## src/hw/rtl/pfvd_pkg.sv

```systemverilog
// Shared types and codes for the polygon fan vertex dedup block.
// Used by pfvd_resolve and polygon_fan_vertex_dedup.
package pfvd_pkg;

	// fixed field widths of the stream payload
	localparam int RAW_W     = 22;
	localparam int COUNT_W   = 21;
	localparam int OUT_IDX_W = 20;
	localparam int RI_OUT_W  = 12;
	localparam int KIND_W    = 3;
	localparam int ERR_W     = 3;
	localparam int CNUM_W    = 8;
	localparam int MASK_W    = 5;

	// result kinds
	localparam logic [KIND_W-1:0] KIND_VERTEX = 3'd0;
	localparam logic [KIND_W-1:0] KIND_EDGE   = 3'd1;
	localparam logic [KIND_W-1:0] KIND_PTRI   = 3'd2;
	localparam logic [KIND_W-1:0] KIND_RTRI   = 3'd3;
	localparam logic [KIND_W-1:0] KIND_ERROR  = 3'd4;

	// error codes
	localparam logic [ERR_W-1:0] ERR_ZERO   = 3'd0;
	localparam logic [ERR_W-1:0] ERR_POS    = 3'd1;
	localparam logic [ERR_W-1:0] ERR_TEX    = 3'd2;
	localparam logic [ERR_W-1:0] ERR_NORMAL = 3'd3;
	localparam logic [ERR_W-1:0] ERR_SHORT  = 3'd4;
	localparam logic [ERR_W-1:0] ERR_FULL   = 3'd5;

	// pending-result mask bits, in emit order
	localparam int M_VERT  = 0;
	localparam int M_EDGEP = 1;
	localparam int M_EDGEF = 2;
	localparam int M_PTRI  = 3;
	localparam int M_RTRI  = 4;

	typedef enum logic [2:0] {
		ST_IDLE,
		ST_RES_P,
		ST_RES_T,
		ST_RES_N,
		ST_SEARCH,
		ST_CMP,
		ST_EMIT,
		ST_ERR
	} state_t;

	// resolver status
	typedef struct packed {
		logic zero;
		logic bad;
	} res_status_t;

endpackage

```

## src/hw/rtl/pfvd_resolve.sv

```systemverilog
// Shared index resolver: one-based signed OBJ index to zero-based with range check.
// Depends on pfvd_pkg.
module pfvd_resolve #(
	parameter int INDEX_BITS = 20
) (
	input  logic [pfvd_pkg::RAW_W-1:0]   raw,
	input  logic [pfvd_pkg::COUNT_W-1:0] count,
	output pfvd_pkg::res_status_t        status,
	output logic [INDEX_BITS-1:0]        idx
);

	logic [pfvd_pkg::RAW_W:0] v;
	logic [pfvd_pkg::RAW_W:0] r;
	logic                     positive;

	// positive: v - 1, negative: count + v (two's complement in 23 bits)
	always_comb begin
		v        = {raw[pfvd_pkg::RAW_W-1], raw};
		positive = !raw[pfvd_pkg::RAW_W-1] && (raw != '0);
		if (positive) begin
			r = v - 23'd1;
		end else begin
			r = {2'b00, count} + v;
		end
		status.zero = (raw == '0);
		status.bad  = r[pfvd_pkg::RAW_W] ||
			(r[pfvd_pkg::RAW_W-1:0] >= {1'b0, count}) ||
			(|r[pfvd_pkg::RAW_W-1:INDEX_BITS]);
		idx = r[INDEX_BITS-1:0];
	end

endmodule

```

## config.mk

```make
export PLATFORM = sky130hd
export DESIGN_NAME = pfvd_resolve
export DESIGN_NICKNAME = d
export VERILOG_FILES = /design/src/hw/rtl/pfvd_pkg.sv /design/src/hw/rtl/pfvd_resolve.sv
export SDC_FILE = /design/constraint.sdc
export NUM_CORES = 1
export LEC_CHECK = 0
export ABC_AREA = 1
export BUFFER_PORTS_ARGS = -buffer_cell sky130_fd_sc_hd__buf_2
export CORE_ASPECT_RATIO = 0.8
export CORE_MARGIN = 2
export CORE_UTILIZATION = 50
export DETAILED_ROUTE_END_ITERATION = 6
export PLACE_DENSITY = 0.79
export SLEW_MARGIN = 15
export SYNTH_ARGS = -nofsm -noshare
export SYNTH_HDL_FRONTEND = slang
export SYNTH_SLANG_ARGS = --single-unit
```

## constraint.sdc

```tcl
create_clock -name vclk -period 4.99
set_input_delay 0.998 -clock vclk [all_inputs]
set_output_delay 0.998 -clock vclk [all_outputs]
set_load 0.01 [all_outputs]
```

==> results of run 1 <==
==> cells by family after synthesis <==
group / count (synthesis) / share of synthesized area
AOI/OAI and AO/OA: 55 / 0.121
xor gates and xnor gates: 15 / 0.0511
adders and majority gates: 44 / 0.217
buffers and inverters: 83 / 0.124
and+or+nand+nor: 273 / 0.486
==> stage by stage <==
stage | setup slack (ns) | TNS, ns
after floorplan | 0.0236 | 0
after global placement | -0.701 | -0.701
after detailed placement | -0.697 | -0.697
after CTS | -0.355 | -0.355
==> repair_timing <==
action,CTS
setup buffers,25
cloned,1
pin swaps,29
endpoints found under the setup margin,1
hold buffers,0
resized for setup,62
==> impl_metrics.json, run 1 <==
{
  "synth_area_mm2": 0.00257,
  "syn-instance-count": 470,
  "grt-worst-endpoint": "status[0]",
  "yosysTopAreaCell": "nand2_1",
  "synth_common_cells": "nand2_1, inv_1, nor2_1",
  "port_buffers": 65,
  "stop_error": "[ERROR DPL-0038] Utilization greater than 100%, impossible to legalize",
  "worst-ep-kind": "top-level output",
  "syn_nets": 557,
  "avgSynthCellArea_um2": 5.47,
  "yosys_warnings": 0,
  "gp_congestion": 0.987,
  "yosys-top-cells-area": "nand2_1, ha_1, inv_1",
  "synth_top_area_share": 0.218,
  "yosysSeqAreaShare": 0,
  "dp.cells": 718,
  "placed_cell_area_mm2": 0.00389,
  "start_util": 0.516,
  "fp-row-count": 23,
  "outcome": "did not finish",
  "synth.distinct_cells": 35,
  "haltStage": "global routing (5_1_grt)",
  "die_h_um": 68.1,
  "dpl.hpwl_um": 8450,
  "die_w_um": 84.2,
  "io_pins": 65,
  "grt_max_degree": 7,
  "synth.most_common_cell": "nand2_1"
}
==> run 2: changes to the inputs <==
--- a/config.mk
+++ b/config.mk
@@ -7,11 +7,10 @@
 export LEC_CHECK = 0
 export ABC_AREA = 1
 export BUFFER_PORTS_ARGS = -buffer_cell sky130_fd_sc_hd__buf_2
-export CORE_ASPECT_RATIO = 0.8
 export CORE_MARGIN = 2
-export CORE_UTILIZATION = 50
+export CORE_UTILIZATION = 35
 export DETAILED_ROUTE_END_ITERATION = 6
-export PLACE_DENSITY = 0.79
+export PLACE_DENSITY_LB_ADDON = 0.15
 export SLEW_MARGIN = 15
 export SYNTH_ARGS = -nofsm -noshare
 export SYNTH_HDL_FRONTEND = slang
==> constraint.sdc (replaced) <==
create_clock -name vclk -period 6.5
set_input_delay 1.3 -clock vclk [all_inputs]
set_output_delay 1.3 -clock vclk [all_outputs]
set_load 0.01 [all_outputs]
==> run 2 against run 1 <==
Against the previous run:
- the flow now finishes without violations
- synthesized area is the same
- synthesized cell count is the same
==> impl_metrics.json, run 2 <==
{
  "outcome": "complete, no violations",
  "tightestPinTransition_ns": 0.326,
  "crit_start": "count[0]",
  "leakage_uw": 0.00177,
  "holdCritStartpoint": "raw[1]",
  "syn-instance-count": 470,
  "slowest_delay_ns": 0.39,
  "via_per_inst": 4.79,
  "crit_fanout": 5,
  "dp.cells": 643,
  "antenna_found_initial": 0,
  "maxCapViolCount": 0,
  "fp-row-count": 31,
  "yosysTopAreaCell": "nand2_1",
  "grt_pass1_wl_um": 12900,
  "syn_nets": 557,
  "period_minus_slack_ns": 6.24,
  "core-area_mm2": 0.00718,
  "synth.most_common_cell": "nand2_1",
  "yosys-top-cells-area": "nand2_1, ha_1, inv_1",
  "wirelength_um": 8090,
  "grtUsageTotal": 0.199,
  "nNetsFinal": 636,
  "die_h_um": 89.7,
  "avgSynthCellArea_um2": 5.47,
  "via_count": 3097,
  "clkbuf_count": 0,
  "ant_nets": 0,
  "arrival_ns": 4.94,
  "layout.cells.non_filler": 646,
  "synth_area_mm2": 0.00257,
  "cp.buffers_inverters": 4,
  "layout_commonest_cell": "nand2_1",
  "dpl.hpwl_um": 7320,
  "nFlopsAndLatches": 0,
  "hold_viol_final": 0,
  "gp_congestion": 0.865,
  "port_buffers": 65,
  "criticalPathCategory": "input port to primary output",
  "drive_gt1_frac": 0.218,
  "synth.distinct_cells": 35,
  "final_area_mm2": 0.00316,
  "start_util": 0.358,
  "path_common_cell": "nand3_1",
  "slew-limit-headroom": 0.781,
  "hold_path.class": "input port to primary output",
  "dr.pass1.iters": 4,
  "overflow": 0,
  "endpoint_kind": "primary output",
  "finalPower_uw": 330,
  "cp-start-kind": "input port",
  "grt_max_degree": 11,
  "layout_common_cells": "nand2_1, inv_1, buf_2",
  "fin_crit_sh": 0.960,
  "setup_violations": 0,
  "synth_common_cells": "nand2_1, inv_1, nor2_1",
  "placed_cell_area_mm2": 0.00309,
  "slowest_stage": "ha_1",
  "io_pins": 65,
  "area_growth_pct": 22.8,
  "grt_pass1_vias": 2813,
  "yosysSeqAreaShare": 0,
  "die_area_mm2": 0.00804,
  "synth_top_area_share": 0.218,
  "required_ns": 5.20,
  "drv_slew": 0,
  "path_cells": "buf_2 > inv_2 > ha_2 > nand3_4 > nor4_4 > nand3_1 > o21ai_1 > nand3_1 > ha_1 > nand2_2 > nor2_1 > inv_1 > nor3_2 > nand3_1 > nand3_1 > xor2_1 > ha_1 > a21oi_1 > o21a_1 > a21oi_1 > nor2_1 > nand3_1 > buf_2",
  "fmax_mhz": 160,
  "vdd_drop_max_mv": 0.0369,
  "seqCellArea_um2": 0,
  "powerDensity_mw_per_mm2": 104,
  "cp_top_family": "simple AND/OR/NAND/NOR gates",
  "yosys_warnings": 0,
  "drtIter0Drc": 115,
  "holdWs_ns": 3.06,
  "avgRoutedWirePerCell_um": 12.5,
  "num_antenna_cells": 0,
  "die_w_um": 89.7,
  "drc_errors": 0
}
## run 2: cell counts after synthesis
Identical to the previous run, type by type.
## run 2: metrics by stage
step,utilization,worst slack [ns],setup TNS [ns]
2_1_floorplan,-,0.872,0
3_3_place_gp,0.430,-0.0297,-0.0297
3_5_place_dp,0.430,-0.00481,-0.00481
4_1_cts,0.431,0.0502,0
5_1_grt,0.440,-0.0160,-0.0160
6_report,0.440,0.258,0
## run 2: path summary, 6_finish.rpt
kind	to	cells after the start
worst min-delay path	idx[1]	3
worst max-delay path	status[0]	23
## run 2: where the power goes
part           total [uW]  internal, uW  switching (uW)
registers               0             0               0
clock network           0             0               0
logic                 330           130             200
## run 2: area by class of cell
class              instances  area, um^2
well taps                 99         124
repair buffers            79         430
fillers                  800        4020
multi-input cells        387        2300
inverters                 81         304
## run 2: per-layer routing
layer,track usage,up-vias,part of all wire
met2,0.338,58,0.45
li1,-,1675,-
met1,0.294,1362,0.50
met4,0.00543,0,0.0028
met3,0.00823,2,0.047
met5,0,-,0
## run 2: kinds of logic after synthesis
logic type      Yosys count  synth area share
fa+ha+maj                44             0.217
compound gates           55             0.121
simple gates            273             0.486
buf+inv                  83             0.124
xor+xnor                 15            0.0511
## run 2: what timing repair did
item	in CTS	in global routing
pin swaps	0	2
resized for setup	1	7
endpoints found under the setup margin	1	1
hold buffers	0	0
setup buffers	0	3
(Power assumes the default switching activity.)
==> run 3: changes to the inputs <==
--- a/config.mk
+++ b/config.mk
@@ -7,8 +7,10 @@
 export LEC_CHECK = 0
 export ABC_AREA = 1
 export BUFFER_PORTS_ARGS = -buffer_cell sky130_fd_sc_hd__buf_2
+export CELL_PAD_IN_SITES_DETAIL_PLACEMENT = 2
+export CELL_PAD_IN_SITES_GLOBAL_PLACEMENT = 2
 export CORE_MARGIN = 2
-export CORE_UTILIZATION = 35
+export CORE_UTILIZATION = 28
 export DETAILED_ROUTE_END_ITERATION = 6
 export PLACE_DENSITY_LB_ADDON = 0.15
 export SLEW_MARGIN = 15
==> run 3 against run 2 <==
Against the previous run:
- die area rose by 24%
- flip-flop and latch count did not move
- global-route usage rose by 2.4 points
- utilization fell by 4.8 points
- design area rose by 9.4%
- setup slack got worse by 0.16 ns
- critical path type unchanged
- critical endpoint unchanged
- largest cell class unchanged
==> impl_metrics.json, run 3 (synthesized netlist as in run 2, its figures left out) <==
{
  "outcome": "complete, no violations",
  "start_util": 0.292,
  "die_area_mm2": 0.00996,
  "maxCapViolCount": 0,
  "dpl.hpwl_um": 10200,
  "vdd_drop_max_mv": 0.0331,
  "criticalPathCategory": "input port to primary output",
  "powerDensity_mw_per_mm2": 114,
  "fp-row-count": 34,
  "fin_crit_sh": 0.985,
  "core-area_mm2": 0.00881,
  "holdPathStages": 3,
  "crit_fanout": 8,
  "drive_gt1_frac": 0.289,
  "io_pins": 65,
  "finalPower_uw": 394,
  "area_growth_pct": 34.4,
  "switching_share": 0.612,
  "grtUsageTotal": 0.223,
  "internal_power_uw": 153,
  "setup_ws_ns": 0.100,
  "seqCellArea_um2": 0,
  "dr.pass1.iters": 4,
  "gp_congestion": 0.889,
  "setup_violations": 0,
  "die_h_um": 99.8,
  "overflow": 0,
  "hold_path.class": "input port to primary output",
  "clkbuf_count": 0,
  "switchingPower_uw": 242,
  "tightestPinTransition_ns": 0.473,
  "pwr-share-seq": 0,
  "ant_nets": 0,
  "via_per_inst": 5.12,
  "cp-start-kind": "input port",
  "antenna_found_initial": 0,
  "period_minus_slack_ns": 6.40,
  "nFlopsAndLatches": 0,
  "die_w_um": 99.8,
  "drtIter0Drc": 103,
  "nNetsFinal": 650,
  "layout_common_cells": "nand2_1, inv_1, buf_2",
  "wirelength_um": 12100,
  "clock_power_share": 0,
  "slew-limit-headroom": 0.682,
  "arrival_ns": 5.10,
  "finish.utilization": 0.392,
  "endpoint_kind": "primary output",
  "layout_commonest_cell": "nand2_1",
  "leakage_uw": 0.00185,
  "num_antenna_cells": 0,
  "holdBufCountCts": 0,
  "hold_viol_final": 0,
  "required_ns": 5.20,
  "holdWs_ns": 3.08,
  "grt_max_degree": 9,
  "drv_slew": 0,
  "grt_pass1_wl_um": 18100,
  "avgRoutedWirePerCell_um": 18.1,
  "grt_pass1_vias": 3643,
  "pwr-share-comb": 1.000,
  "post-place-ws_ns": -0.110,
  "drc_errors": 0,
  "port_buffers": 65,
  "fmax_mhz": 156,
  "via_count": 3428
}
[run 3: cell types whose count changed in the layout (fill, tap and decap cells not counted), sizes merged]
cell and change:
buf +14
[run 3: final cells by class]
cell class / count / area (um^2)
inverter: 81 / 309
fill: 1137 / 5350
timing repair buffer: 93 / 539
tap: 108 / 135
multi-input combinational: 387 / 2470
[run 3: critical path, cell delays in order]
cell and delay [ns]:
buf_2 0.13, nor2_1 0.15, nand2_1 0.09, nor2_2 0.19, nand3_2 0.12, nand2_2 0.11
buf_4 0.19, nand2_1 0.12, fa_1 0.45, nand2_1 0.10, nand2_1 0.09, nand3b_1 0.12
nand2_1 0.18, a21oi_2 0.28, o21ai_2 0.11, nand2_1 0.12, nand2_1 0.07, nand2_1 0.06
nand2_1 0.07, ha_1 0.27, nand2_1 0.08, nor3_2 0.24, nand2_1 0.09, a21oi_1 0.14
nor2_1 0.05, nand3_1 0.06, buf_2 0.13
[run 3: metrics by stage]
| stage | cells | setup TNS, ns | cell area [um^2] |
|---|---|---|---|
| CTS | 660 | 0 | 3190 |
| global placement | 659 | -0.0806 | 3150 |
| finish | 669 | 0 | 3450 |
| detailed placement | 659 | -0.110 | 3150 |
| global route | 669 | -0.157 | 3450 |
| floorplan | 470 | 0 | 2570 |
[run 3: layer usage]
layer / track usage / vias up / part of all wire
met5: 0 / - / 0
met4: 0.0179 / 0 / 0.011
met3: 0.00139 / 9 / 0.024
met2: 0.401 / 62 / 0.49
met1: 0.315 / 1658 / 0.48
li1: - / 1699 / -
[run 3: power groups by stage]
stage	registers, uW	logic [uW]	clock network, uW
finish	0	394	0
CTS	0	363	0
floorplan	0	220	0
global route	0	438	0
global placement	0	343	0
detailed placement	0	359	0
[run 3: timing repair]
action / 4_1_cts / 5_1_grt
setup endpoints to repair: 1 / 1
cloned: 0 / 0
buffers inserted: 1 / 9
resized for setup: 5 / 45
pin swaps: 1 / 14
[run 3: path summary, 6_finish.rpt]
kind	startpoint	to	slack, ns
min	raw[1]	idx[1]	3.08
max	raw[2]	status[0]	0.10
